File: config.mk
export PLATFORM = sky130hd
export DESIGN_NAME = sensor_bus_transmitter
export DESIGN_NICKNAME = d
export VERILOG_FILES = /design/src/rtl/core/sbt_pkg.sv /design/src/rtl/core/sbt_msg_store.sv /design/src/rtl/core/sensor_bus_transmitter.sv
export VERILOG_INCLUDE_DIRS = /design/src /design/src/rtl/core
export SDC_FILE = /design/constraint.sdc
export NUM_CORES = 1
export LEC_CHECK = 0
export CAP_MARGIN = 10
export CORE_MARGIN = 8
export CORE_UTILIZATION = 40
export CTS_CLUSTER_DIAMETER = 150
export DETAILED_ROUTE_END_ITERATION = 10
export DONT_BUFFER_PORTS = 1
export PLACE_DENSITY_LB_ADDON = 0.08
export SYNTH_ARGS = -nofsm -noshare
export SYNTH_HDL_FRONTEND = slang
export SYNTH_SLANG_ARGS = --single-unit
export TNS_END_PERCENT = 1
File: constraint.sdc
create_clock -name clk -period 18 [get_ports clk]
set_clock_uncertainty 0.05 [all_clocks]
set_input_delay 1.8 -clock clk [delete_from_list [all_inputs] [get_ports clk]]
set_output_delay 1.8 -clock clk [all_outputs]
set_load 0.02 [all_outputs]
File: src/rtl/core/sensor_bus_transmitter_macros.svh
// ----------------------------------------------------------------------------
// Sensor bus transmitter assertion macros
// Concurrent assertion wrappers clocked on clk, compiled out with NO_ASSERTIONS.
// ----------------------------------------------------------------------------
`ifndef SENSOR_BUS_TRANSMITTER_MACROS_SVH
`define SENSOR_BUS_TRANSMITTER_MACROS_SVH

`ifndef NO_ASSERTIONS
// check while out of reset
`define SBT_ASSERT(lbl, prop, msg) \
	lbl: assert property (@(posedge clk) disable iff (!arst_n) (prop)) else $error(msg);
// check at every edge, reset included
`define SBT_ASSERT_ALWAYS(lbl, prop, msg) \
	lbl: assert property (@(posedge clk) (prop)) else $error(msg);
`else
`define SBT_ASSERT(lbl, prop, msg)
`define SBT_ASSERT_ALWAYS(lbl, prop, msg)
`endif

`endif

File: src/rtl/core/sbt_pkg.sv
// ----------------------------------------------------------------------------
// Sensor bus transmitter package
// Item and result types, action and status codes, register map, phase codes.
// ----------------------------------------------------------------------------
package sbt_pkg;

	typedef logic [1:0] action_t;
	localparam action_t ACT_TICK  = 2'd0;
	localparam action_t ACT_PUSH  = 2'd1;
	localparam action_t ACT_START = 2'd2;

	typedef logic [1:0] status_t;
	localparam status_t ST_NONE      = 2'd0;
	localparam status_t ST_SENT      = 2'd1;
	localparam status_t ST_BUS_BUSY  = 2'd2;
	localparam status_t ST_NO_STROBE = 2'd3;

	typedef logic [2:0] reg_idx_t;
	localparam reg_idx_t REG_IDLE_TIMEOUT   = 3'd0;
	localparam reg_idx_t REG_IDLE_RETRIES   = 3'd1;
	localparam reg_idx_t REG_STROBE_TIMEOUT = 3'd2;
	localparam reg_idx_t REG_STROBE_RETRIES = 3'd3;
	localparam reg_idx_t REG_START_PAUSE    = 3'd4;
	localparam reg_idx_t REG_BIT_PAUSE      = 3'd5;
	localparam reg_idx_t REG_BYTE_PAUSE     = 3'd6;

	localparam logic [15:0] RST_IDLE_TIMEOUT   = 16'd20000;
	localparam logic [7:0]  RST_IDLE_RETRIES   = 8'd10;
	localparam logic [15:0] RST_STROBE_TIMEOUT = 16'hFFFF;
	localparam logic [7:0]  RST_STROBE_RETRIES = 8'd255;
	localparam logic [15:0] RST_START_PAUSE    = 16'd100;
	localparam logic [15:0] RST_BIT_PAUSE      = 16'd20;
	localparam logic [15:0] RST_BYTE_PAUSE     = 16'd50;

	typedef enum logic [6:0] {
		PH_IDLE     = 7'b0000001,
		PH_WAIT_ACT = 7'b0000010,
		PH_WAIT_CLK = 7'b0000100,
		PH_START    = 7'b0001000,
		PH_BIT_HI   = 7'b0010000,
		PH_BIT_LO   = 7'b0100000,
		PH_GAP      = 7'b1000000
	} phase_t;

	typedef struct packed {
		action_t     action;
		logic [7:0]  push_byte;
		logic        act_sample;
		logic        clk_sample;
	} item_t;

	typedef struct packed {
		logic    dat_level;
		logic    dat_drive;
		logic    act_drive_low;
		logic    clk_level;
		logic    clk_drive;
		logic    busy_res;
		logic    finished;
		status_t status;
	} res_t;

endpackage

File: src/rtl/core/sbt_msg_store.sv
// ----------------------------------------------------------------------------
// Sensor bus transmitter message store
// Single-port-write, registered-read byte memory for the outgoing message.
// ----------------------------------------------------------------------------
module sbt_msg_store #(
	parameter int DEPTH = 32,
	parameter int AW    = 5
) (
	input  logic          clk,
	input  logic          wr_en,
	input  logic [AW-1:0] wr_addr,
	input  logic [7:0]    wr_data,
	input  logic          rd_en,
	input  logic [AW-1:0] rd_addr,
	output logic [7:0]    rd_data
);

	logic [7:0] mem [DEPTH];
	logic [7:0] rd_data_q;

	always_ff @(posedge clk) begin
		if (wr_en) begin
			mem[wr_addr] <= wr_data;
		end
	end

	// hold read data between reads
	always_ff @(posedge clk) begin
		if (rd_en) begin
			rd_data_q <= mem[rd_addr];
		end
	end

	assign rd_data = rd_data_q;

endmodule

File: src/rtl/core/sensor_bus_transmitter.sv
// ----------------------------------------------------------------------------
// Sensor bus transmitter
// Three-wire bus sender: buffers message bytes, handshakes ACT and CLK, then
// clocks bytes out LSB first with programmable pauses and timeouts.
// ----------------------------------------------------------------------------
//  channel  signals                              transfer when
//  item     item_valid, item_stall, item         item_valid & !item_stall
//  res      res_valid, res_stall, res            res_valid & !res_stall
//  cfg      cfg_valid, cfg_ready, cfg_index/data cfg_valid & cfg_ready
//
//  One item per cycle while item_stall is low; its result is presented on the following cycle.
//  The message store read port sets the latency: the byte for the new
//  position is read at the transfer edge and selected at the result.
//  item_stall rises while a result is held under res_stall.
//  Reset clears the phase, counters and the result valid and loads the
//  register defaults; the message store needs no clearing pass.
// ----------------------------------------------------------------------------
`include "sensor_bus_transmitter_macros.svh"

module sensor_bus_transmitter
	import sbt_pkg::*;
#(
	parameter int MAX_MSG_BYTES = 32
) (
	input  logic        clk,
	input  logic        arst_n,
	input  logic        item_valid,
	output logic        item_stall,
	input  item_t       item,
	output logic        res_valid,
	input  logic        res_stall,
	output res_t        res,
	input  logic        cfg_valid,
	output logic        cfg_ready,
	input  reg_idx_t    cfg_index,
	input  logic [15:0] cfg_data
);

	localparam int AW = (MAX_MSG_BYTES > 1) ? $clog2(MAX_MSG_BYTES) : 1;
	localparam int CW = $clog2(MAX_MSG_BYTES + 1);
	localparam logic [CW-1:0] MAX_COUNT = CW'(MAX_MSG_BYTES);

	logic [15:0] idle_timeout_q, strobe_timeout_q;
	logic [7:0]  idle_retries_q, strobe_retries_q;
	logic [15:0] start_pause_q, bit_pause_q, byte_pause_q;

	phase_t        phase_q, phase_d;
	logic [CW-1:0] msg_count_q, msg_count_d;
	logic [15:0]   tick_q, tick_d;
	logic [7:0]    retry_q, retry_d;
	logic [AW-1:0] byte_idx_q, byte_idx_d;
	logic [2:0]    bit_idx_q, bit_idx_d;
	status_t       status_q, status_d;
	logic          fin_d;

	logic          accept;
	logic          wr_en;
	logic [7:0]    rd_data;
	logic          res_valid_q;
	res_t          res_q, res_d;
	logic          dsel_q, dsel_d;
	logic [2:0]    bit_sel_q;

	logic [16:0]   tick_inc;
	logic [15:0]   period;
	logic [7:0]    retries;
	logic [15:0]   pause;
	logic          spent;
	logic          pause_done;

	assign accept     = item_valid && !item_stall;
	assign item_stall = res_valid_q && res_stall;
	assign cfg_ready  = 1'b1;
	assign wr_en      = accept && (item.action == ACT_PUSH) && (phase_q == PH_IDLE)
		&& (msg_count_q < MAX_COUNT);

	always_ff @(posedge clk or negedge arst_n) begin
		if (!arst_n) begin
			idle_timeout_q   <= RST_IDLE_TIMEOUT;
			idle_retries_q   <= RST_IDLE_RETRIES;
			strobe_timeout_q <= RST_STROBE_TIMEOUT;
			strobe_retries_q <= RST_STROBE_RETRIES;
			start_pause_q    <= RST_START_PAUSE;
			bit_pause_q      <= RST_BIT_PAUSE;
			byte_pause_q     <= RST_BYTE_PAUSE;
		end else if (cfg_valid && cfg_ready) begin
			case (cfg_index)
				REG_IDLE_TIMEOUT:   idle_timeout_q   <= cfg_data;
				REG_IDLE_RETRIES:   idle_retries_q   <= cfg_data[7:0];
				REG_STROBE_TIMEOUT: strobe_timeout_q <= cfg_data;
				REG_STROBE_RETRIES: strobe_retries_q <= cfg_data[7:0];
				REG_START_PAUSE:    start_pause_q    <= cfg_data;
				REG_BIT_PAUSE:      bit_pause_q      <= cfg_data;
				REG_BYTE_PAUSE:     byte_pause_q     <= cfg_data;
				default: ;
			endcase
		end
	end

	// shared timeout and pause arithmetic
	always_comb begin
		period  = (phase_q == PH_WAIT_ACT) ? idle_timeout_q : strobe_timeout_q;
		retries = (phase_q == PH_WAIT_ACT) ? idle_retries_q : strobe_retries_q;
		case (phase_q)
			PH_START: pause = start_pause_q;
			PH_GAP:   pause = byte_pause_q;
			default:  pause = bit_pause_q;
		endcase
		tick_inc   = {1'b0, tick_q} + 17'd1;
		spent      = (tick_inc >= {1'b0, period}) && (retry_q >= retries);
		pause_done = (tick_q >= pause);
	end

	always_comb begin
		phase_d     = phase_q;
		msg_count_d = msg_count_q;
		tick_d      = tick_q;
		retry_d     = retry_q;
		byte_idx_d  = byte_idx_q;
		bit_idx_d   = bit_idx_q;
		status_d    = status_q;
		fin_d       = 1'b0;
		if (accept) begin
			case (item.action)
				ACT_PUSH: begin
					if (wr_en) begin
						msg_count_d = msg_count_q + CW'(1);
					end
				end
				ACT_START: begin
					if (phase_q == PH_IDLE) begin
						phase_d    = PH_WAIT_ACT;
						tick_d     = '0;
						retry_d    = '0;
						byte_idx_d = '0;
						bit_idx_d  = '0;
						status_d   = ST_NONE;
					end
				end
				ACT_TICK: begin
					case (phase_q)
						PH_IDLE: ;
						PH_WAIT_ACT, PH_WAIT_CLK: begin
							if ((phase_q == PH_WAIT_ACT) ? item.act_sample : !item.clk_sample) begin
								phase_d = (phase_q == PH_WAIT_ACT) ? PH_WAIT_CLK : PH_START;
								tick_d  = '0;
								retry_d = '0;
							end else if (spent) begin
								fin_d    = 1'b1;
								status_d = (phase_q == PH_WAIT_ACT) ? ST_BUS_BUSY : ST_NO_STROBE;
							end else if (tick_inc >= {1'b0, period}) begin
								tick_d  = '0;
								retry_d = retry_q + 8'd1;
							end else begin
								tick_d = tick_inc[15:0];
							end
						end
						PH_START, PH_BIT_HI, PH_BIT_LO, PH_GAP: begin
							if (!pause_done) begin
								tick_d = tick_inc[15:0];
							end else begin
								tick_d = '0;
								case (phase_q)
									PH_START: begin
										byte_idx_d = '0;
										bit_idx_d  = '0;
										if (msg_count_q == '0) begin
											fin_d    = 1'b1;
											status_d = ST_SENT;
										end else begin
											phase_d = PH_BIT_HI;
										end
									end
									PH_BIT_HI: phase_d = PH_BIT_LO;
									PH_BIT_LO: begin
										if (bit_idx_q < 3'd7) begin
											bit_idx_d = bit_idx_q + 3'd1;
											phase_d   = PH_BIT_HI;
										end else begin
											phase_d = PH_GAP;
										end
									end
									default: begin
										if (CW'(byte_idx_q) + CW'(1) < msg_count_q) begin
											byte_idx_d = byte_idx_q + AW'(1);
											bit_idx_d  = '0;
											phase_d    = PH_BIT_HI;
										end else begin
											fin_d    = 1'b1;
											status_d = ST_SENT;
										end
									end
								endcase
							end
						end
						default: phase_d = PH_IDLE;
					endcase
				end
				default: ;
			endcase
			// release lines and drop the message
			if (fin_d) begin
				phase_d     = PH_IDLE;
				msg_count_d = '0;
				byte_idx_d  = '0;
				bit_idx_d   = '0;
				tick_d      = '0;
				retry_d     = '0;
			end
		end
	end

	// result fields from the new phase; DAT data bit joins from the store read
	always_comb begin
		res_d          = '0;
		res_d.busy_res = (phase_d != PH_IDLE);
		res_d.finished = fin_d;
		res_d.status   = status_d;
		dsel_d         = phase_d inside {PH_BIT_HI, PH_BIT_LO, PH_GAP};
		case (phase_d)
			PH_WAIT_CLK: begin
				res_d.dat_drive     = 1'b1;
				res_d.act_drive_low = 1'b1;
			end
			PH_START: begin
				res_d.dat_drive     = 1'b1;
				res_d.dat_level     = 1'b1;
				res_d.act_drive_low = 1'b1;
			end
			PH_BIT_HI, PH_GAP: begin
				res_d.dat_drive     = 1'b1;
				res_d.act_drive_low = 1'b1;
				res_d.clk_drive     = 1'b1;
				res_d.clk_level     = 1'b1;
			end
			PH_BIT_LO: begin
				res_d.dat_drive     = 1'b1;
				res_d.act_drive_low = 1'b1;
				res_d.clk_drive     = 1'b1;
			end
			default: ;
		endcase
	end

	always_ff @(posedge clk or negedge arst_n) begin
		if (!arst_n) begin
			phase_q     <= PH_IDLE;
			msg_count_q <= '0;
			tick_q      <= '0;
			retry_q     <= '0;
			byte_idx_q  <= '0;
			bit_idx_q   <= '0;
			status_q    <= ST_NONE;
			res_valid_q <= 1'b0;
		end else begin
			phase_q     <= phase_d;
			msg_count_q <= msg_count_d;
			tick_q      <= tick_d;
			retry_q     <= retry_d;
			byte_idx_q  <= byte_idx_d;
			bit_idx_q   <= bit_idx_d;
			status_q    <= status_d;
			if (accept) begin
				res_valid_q <= 1'b1;
			end else if (!res_stall) begin
				res_valid_q <= 1'b0;
			end
		end
	end

	always_ff @(posedge clk) begin
		if (accept) begin
			res_q     <= res_d;
			dsel_q    <= dsel_d;
			bit_sel_q <= bit_idx_d;
		end
	end

	sbt_msg_store #(
		.DEPTH (MAX_MSG_BYTES),
		.AW    (AW)
	) u_store (
		.clk     (clk),
		.wr_en   (wr_en),
		.wr_addr (msg_count_q[AW-1:0]),
		.wr_data (item.push_byte),
		.rd_en   (accept),
		.rd_addr (byte_idx_d),
		.rd_data (rd_data)
	);

	always_comb begin
		res           = res_q;
		res.dat_level = res_q.dat_level | (dsel_q & rd_data[bit_sel_q]);
	end

	assign res_valid = res_valid_q;

	`SBT_ASSERT(a_count_bound, msg_count_q <= MAX_COUNT, "message count beyond store depth")
	`SBT_ASSERT(a_fin_idle, res_valid && res.finished |-> !res.busy_res, "finish while busy")
	`SBT_ASSERT(a_idle_release, res_valid && !res.busy_res |-> !res.dat_drive && !res.act_drive_low && !res.clk_drive, "lines driven while idle")
	`SBT_ASSERT(a_busy_status, res_valid && res.busy_res |-> res.status == ST_NONE, "status set during a sequence")
	`SBT_ASSERT(a_byte_in_msg, (phase_q == PH_BIT_HI || phase_q == PH_BIT_LO || phase_q == PH_GAP) |-> CW'(byte_idx_q) < msg_count_q, "byte position past message end")

endmodule

======== Word-level counts from Yosys, hierarchy flattened ========
Memory sizes are Yosys's and may differ from the RTL's. A register that Yosys moved wholly into a read port is not among the register bits.
Index checks and enable logic that the tools add are counted.
operators by class
  $add $sub $neg .......................... 6
  magnitude comparators ................... 7
  equal/unequal tests ..................... 28
  multiplexer cells ....................... 81
  bitwise logic cells ..................... 2
  reduce and logical (&&, ||, !) cells .... 31
operators by type and width
  cell                                                              number
  16-bit 2-to-1 mux                                                 7
  16-bit one-hot mux with 2 select lines                            3
  7-bit 2-to-1 mux                                                  8
  8-bit 2-to-1 mux                                                  7
  7-bit one-hot mux with 3 select lines                             2
  5-bit 2-to-1 mux                                                  6
  3-bit 2-to-1 mux                                                  7
  5-bit one-hot mux with 2 select lines                             2
  6-bit 2-to-1 mux                                                  3
  16-bit by 1-bit adder with 17-bit output (second input constant)  1
  17-bit by 16-bit greater-or-equal comparator with 1-bit output    1
  1-bit 2-to-1 mux                                                  17
  16-bit greater-or-equal comparator                                1
  2-bit 2-to-1 mux                                                  8
  8-bit one-hot mux with 2 select lines                             1
  7-bit by 3-bit == test with 1-bit output (second input constant)  2
  7-bit by 4-bit == test with 1-bit output (second input constant)  2
  7-bit by 5-bit == test with 1-bit output (second input constant)  2
  7-bit by 6-bit == test with 1-bit output (second input constant)  2
  7-bit == test (second input constant)                             2
  7-bit one-hot mux with 2 select lines                             1
  2-bit AND reduction                                               7
  2-bit one-hot mux with 2 select lines                             3
  3-bit == test (second input constant)                             3
  44 further kinds                                                  57
word-level totals
  flip-flop bits (word level) ............. 157
  RAM bits ................................ 256
  input bits .............................. 36
  output and inout port bits .............. 12
  logic and storage cells ................. 181
  memories ................................ 1
memories
  name         words  bits a word  rd ports  clocked after Yosys merged registers in  write ports  line                 text
  u_store.mem  32     8            1         1                                        1            sbt_msg_store.sv:18  logic [7:0] mem [DEPTH];

======== Logic depth before layout (Yosys ltp) ========
  word-level depth ........................ 14
  depth in mapped cells ................... 23
  mapped depth without buffers ............ 18

======== Cells and area by module ========
From an unflattened synthesis, not the netlist that was laid out.
second synthesis, totals
  cell total of the unflattened synthesis .. 1,207
  area, all modules ....................... 19,014.5 sq um
modules (own cells, without submodules)
  module                  times used  cells each  area an instance (sq um)  sequential area each (sq um)
  sbt_msg_store           1           417         10,133.5                  7,927.6
  sensor_bus_transmitter  1           790         8,881.0                   3,983.8

======== Least setup slack after synthesis ========
Ideal clock, no wire load.
  path type ............................... register to register
  from .................................... register phase_q[3]
  to ...................................... register u_store.rd_data_q[3] (netlist: u_store.rd_data[3]), read port of u_store.mem, data pin
  setup time .............................. 0.207 ns
  arrival ................................. 5.779 ns
  path slack .............................. 11.964 ns
  cell stages (with the launch flop) ...... 21
  clock period less this slack ............ 6.036 ns
  cells stage by stage .................... dfrtp_1 -> buf_6 -> or4_4 -> or2_1 -> nor3_1 -> buf_1 -> clkbuf_1 -> mux2i_1 -> ha_1 -> nand3_1 -> o211ai_1 -> a211o_1 -> a31oi_1 -> a21oi_1 -> o21ai_1 -> nand2_1 -> clkinv_1 -> buf_1 -> mux2_2 -> a22o_1 -> a2111oi_0
on the way
  word-level cells in the longest chain between the ends .. 11
  elaborated cells on any way between the ends .. 32
ends and longest elaborated chain
  item                                                                                                                        line                                                          text
  from (decl)                                                                                                                 sensor_bus_transmitter.sv:47                                  phase_t phase_q, phase_d;
  from (signal assigned)                                                                                                      sensor_bus_transmitter.sv:256                                 phase_q <= phase_d;
  7-bit by 2-bit == test with 1-bit output                                                                                    -
  16-bit 2-to-1 mux / 8-bit 2-to-1 mux (equally long branches)                                                                sensor_bus_transmitter.sv:102, sensor_bus_transmitter.sv:103
  17-bit by 16-bit greater-or-equal comparator with 1-bit output / 8-bit greater-or-equal comparator (equally long branches)  sensor_bus_transmitter.sv:110                                 spent = (tick_inc >= {1'b0, period}) && (retry_q >= retries);
  1-bit logical AND                                                                                                           sensor_bus_transmitter.sv:110
  1-bit 2-to-1 mux                                                                                                            sensor_bus_transmitter.sv:148                                 end else if (spent) begin
  1-bit 2-to-1 mux                                                                                                            sensor_bus_transmitter.sv:144                                 if ((phase_q == PH_WAIT_ACT) ? item.act_sample : !item.clk_sample) begin
  1-bit one-hot mux with 2 select lines                                                                                       sensor_bus_transmitter.sv:141                                 case (phase_q)
  1-bit 2-to-1 mux                                                                                                            sensor_bus_transmitter.sv:124                                 case (item.action)
  1-bit 2-to-1 mux                                                                                                            sensor_bus_transmitter.sv:123                                 if (accept) begin
  5-bit 2-to-1 mux (*)                                                                                                        sensor_bus_transmitter.sv:202                                 if (fin_d) begin
  5-bit 2-to-1 mux (*)                                                                                                        sensor_bus_transmitter.sv:123
  to (decl)                                                                                                                   sbt_msg_store.sv:19                                           logic [7:0] rd_data_q;
Every way passes the cells marked *; elsewhere a longest branch is shown, timed or not. The select of a mux whose other input is x is not followed.
A chain may end at the register's enable or synchronous reset.

======== Worst setup path in the final report ========
  from .................................... register phase_q[2]
  to ...................................... register u_store.rd_data_q[7] (netlist: u_store.rd_data[7]), read port of u_store.mem, data pin
The elaborated chain is that of the path after synthesis.

==> impl_summary.md <==
Outcome
The run finished with clean final reports.

Finish
The repair_antennas step left the layout with diodes totalling 0. The area growth from synthesis to layout is 10.0%. Of the cells placed in the final design, the portion with a size suffix greater than 1 is 0.173. Leaving out filler cells and counting taps, the final layout contains 2234. The filler cells instantiated in the layout total 4566.

The final core utilization is 0.447. The net count of the finished layout is 1622. With fillers left out, the area of the finished cells amounts to 21900 sq um.

Power and ir drop
The analysis attributes to cell leakage a power of 8.40 nW. Power comes to 2.37 mW. The largest voltage drop on the vdd net is 0.0880 mV. Power spread over the standard cell area amounts to 108 nW/um^2.

Place
Summing all placed instances gives a cell area of 20500 sq um. At the end of routability-driven placement, the weighted congestion stood at 0.829. Once detailed placement completed, the half-perimeter wirelength came to 36500 um. Prior to clock tree synthesis, the placed netlist has a worst setup slack of 10.61 ns. The number of port buffers is 0.

The number of placed instances, taps included is 2148.

Worst setup path
The worst setup path is captured at a flop. The endpoint of the most critical register-to-register path is u_store.rd_data[7]$_DFFE_PP_. The startpoint kind of the worst setup timing path is a flop.

Counting stages on the worst path, the most repeated cell is sky130_fd_sc_hd__buf_4. The worst path buffer plus inverter count is 4. The worst setup path is of the reg -> reg kind. The largest single stage delay on the critical path is 0.67 ns. The cell family contributing the most delay on the critical path is simple AND/OR/NAND/NOR gates. Along the worst path, the maximum fanout reaches 43. Across all register-to-register paths, the minimum setup slack is 10.62 ns. The slowest stage of the critical path belongs to the cell sky130_fd_sc_hd__and2_1. For the worst flop-to-flop path, the logic depth is 19. The beginning of the worst register-to-register path is phase_q[2]$_DFF_PN0_. For the worst setup path, the data required time is 18.29 ns. The arrival time of the worst setup path is 7.66 ns.

The critical path goes through nor3_1 -> and2_1 -> nor2_1 -> buf_4 -> a21oi_1 -> ha_1 -> nand4_1 -> nor3_1 -> a41o_1 -> nor3_1 -> buf_4 -> or4_1 -> buf_4 -> nand3_4 -> buf_4 -> mux2i_1 -> o221a_2 -> or4_1 -> a2111oi_0. The critical path runs through a total of 19 cells.

STA
The normalized max-slew margin is 0.179. The final number of max-transition violations came to 0. The clock period minus worst slack is 7.38 ns. Setup repair after global routing left no endpoint under its margin. The final critical-path share of the clock period is 0.410. The setup TNS is 0 ns. The worst hold margin is 0.453 ns. The highest clock frequency the design can meet is 0.136 GHz.

For the pin with the worst max-slew slack, the measured transition is 1.23 ns. The count of endpoints failing hold in the final timing report was 0. The final count of negative-setup-slack endpoints is 0. The worst-case setup margin in the final layout is 10.62 ns.

Hold path
Along the worst hold path, the cell count comes to 1. The launch point of the worst hold path is idle_timeout_q[6]$_DFFE_PN0P_. The type of the worst min-delay path is reg -> reg. The worst hold path terminates at idle_timeout_q[6]$_DFFE_PN0P_.

Yosys
A synthesized cell averages 12.8 sq um. The number of different library cells used by synthesis comes to 81. The most used flip-flop cell after synthesis is sky130_fd_sc_hd__edfxtp_1.

The cell area that synthesis handed to floorplanning was 19900 sq um. The number of register bits inferred by synthesis is 419. The post-synthesis instance total is 1556. Sorting the synthesized cells by how often they occur yields sky130_fd_sc_hd__edfxtp_1, sky130_fd_sc_hd__nand2_1, sky130_fd_sc_hd__mux2_2, sky130_fd_sc_hd__dfrtp_1, sky130_fd_sc_hd__mux2i_1. The library cell occupying the most area in the post-synthesis netlist is sky130_fd_sc_hd__edfxtp_1.

The number of nets in the synthesized netlist is 1645. The most common cell in the synthesized netlist is sky130_fd_sc_hd__edfxtp_1. The count of yosys warnings during synthesis is 0. Of all flip-flops after synthesis, the portion carrying an async set or reset was 0.344. The synthesized design contains 275 enable-type register cells.

The sequential area share after synthesis is 0.598. The portion of synthesized cell area occupied by the leading cell type is 0.414. In the post-synthesis netlist, the biggest area contributors are sky130_fd_sc_hd__edfxtp_1, sky130_fd_sc_hd__dfrtp_1, sky130_fd_sc_hd__mux2_2.

Run
The max-capacitance violation count is 0.

Routing
The DRC violation total after the first TritonRoute iteration is 1021. The via count is 12888. The average wire per cell in the routed design is 24.4 um. The detail route stage leaves a number of antenna-violating nets equal to 0. The final wirelength is 54400 um. The DRC violations left is 0.

The via count normalized by instance count is 5.77. The first-pass detailed-route iteration total is 5.

Global route
The global-route track usage on met1 is 0.242. The via count of the first global-routing pass was 13014. The largest net degree at the start of global routing is 145.

The met2 usage in global routing is 0.317. The initial antenna violation count was 2. The total overflow left after global routing is 0.

The first global-routing pass estimated 82400 um of wire. For met3 alone, demand over resource in global routing was 0.0360. In the global route stage, overall resource usage came out at 0.190. The most crowded layer after global routing is met2.

Clock network
The maximum number of buffers from clock root to sink is 3. TritonCTS built the clock tree. After clock tree synthesis, the flow added hold-fix buffers numbering 0. Clock-pin slew was measured on the worst setup and hold paths at 0.06 ns. In this run, CTS created clock tree buffers numbering 47. The root buffer selected by CTS is sky130_fd_sc_hd__clkbuf_16.

The sink count of the clock tree is 419. At the later pin of the worst-skew pair, clock insertion delay measures 0.58 ns. The H-tree depth reported by CTS is 2. The post-CTS setup-driven buffer insertion count is 0. The number of gates resized after cts is 0.

Floorplanning
48 I/O pins were placed. From bottom edge to top edge, the die measures 239 um. From left edge to right edge, the die measures 239 um. The initial core utilization is 0.406. The floorplan core area is 49100 sq um. The floorplan step defined a die boundary enclosing 57200 sq um. The floorplan has 81 rows.
## flip-flops by register name, indices dropped and copies added, names as in the netlist
name	count
bit_idx_q	3
bit_pause_q	16
bit_sel_q	3
byte_idx_q	5
byte_pause_q	16
idle_retries_q	8
idle_timeout_q	16
msg_count_q	6
phase_q	7
res	7
res_q	1
res_valid	1
retry_q	8
start_pause_q	16
status_q	2
strobe_retries_q	8
strobe_timeout_q	16
tick_q	16
u_store.mem	256
u_store.rd_data	8
## logic make-up (layout without fill, tap and decap cells)
family          count (synthesis)  after routing  share of synthesized area
other cells                     1              1                   0.000188
fa+ha+maj                      53             53                     0.0333
compound gates                297            297                      0.109
xor+xnor                       22             22                    0.00967
buf+inv                       133            147                     0.0307
simple gates                  426            426                      0.108
flops                         419            419                      0.598
mux                           205            205                      0.112
## cell usage in the layout, fill, tap and decap left out, drive strengths merged, types with 6 or more instances in the layout
| cell type | n |
|---|---|
| edfxtp | 275 |
| nand2 | 124 |
| mux2 | 116 |
| dfrtp | 104 |
| mux2i | 87 |
| nand3 | 70 |
| nor2 | 67 |
| clkbuf | 67 |
| a21oi | 61 |
| ha | 53 |
| o21ai | 52 |
| nand4 | 41 |
| dfstp | 40 |
| inv | 39 |
| o31ai | 32 |
| a22o | 26 |
| buf | 22 |
| nor3 | 20 |
| nand2b | 16 |
| a2111oi | 16 |
| clkinv | 16 |
| o221a | 16 |
| xnor2 | 13 |
| nor4 | 13 |
| or4 | 13 |
| and2 | 12 |
| a21boi | 11 |
| a22oi | 10 |
| and3 | 10 |
| nor2b | 10 |
| o221ai | 10 |
| xor2 | 9 |
| o2111ai | 9 |
| a21o | 8 |
| or3 | 7 |
| a31oi | 7 |
| a211o | 7 |
| and4 | 6 |
## how the worst max path moves through the flow
stage | from | to | slack [ns]
floorplan | phase_q[3]$_DFF_PN0_ | u_store.rd_data[3]$_DFFE_PP_ | 11.96
CTS | phase_q[2]$_DFF_PN0_ | u_store.rd_data[7]$_DFFE_PP_ | 10.60
detailed placement | phase_q[2]$_DFF_PN0_ | u_store.rd_data[7]$_DFFE_PP_ | 10.61
finish | phase_q[2]$_DFF_PN0_ | u_store.rd_data[7]$_DFFE_PP_ | 10.62
global route | phase_q[2]$_DFF_PN0_ | u_store.rd_data[0]$_DFFE_PP_ | 10.06
global placement | phase_q[2]$_DFF_PN0_ | u_store.rd_data[7]$_DFFE_PP_ | 10.91
## power breakdown
| part | internal (mW) | total (mW) | switching, mW |
|---|---|---|---|
| sequential | 1.10 | 1.15 | 0.0450 |
| combinational | 0.141 | 0.311 | 0.170 |
| clock | 0.519 | 0.906 | 0.387 |
## area by class of cell
type	count	area, sq um	share of cell area
clock inverter	19	131	0.00599
sequential	419	11900	0.543
inverter	39	146	0.00668
multi-input combinational	1004	7430	0.339
tap	664	831	0.0379
clock buffer	67	1300	0.0595
timing repair buffer	22	165	0.00753
## per-layer routing
metal | share of wire | vias to the layer above
met5 | 0.00048 | -
met4 | 0.038 | 4
li1 | - | 5911
met1 | 0.43 | 6540
met2 | 0.48 | 328
met3 | 0.051 | 105
No activity file was read; power rests on OpenSTA's default activity.
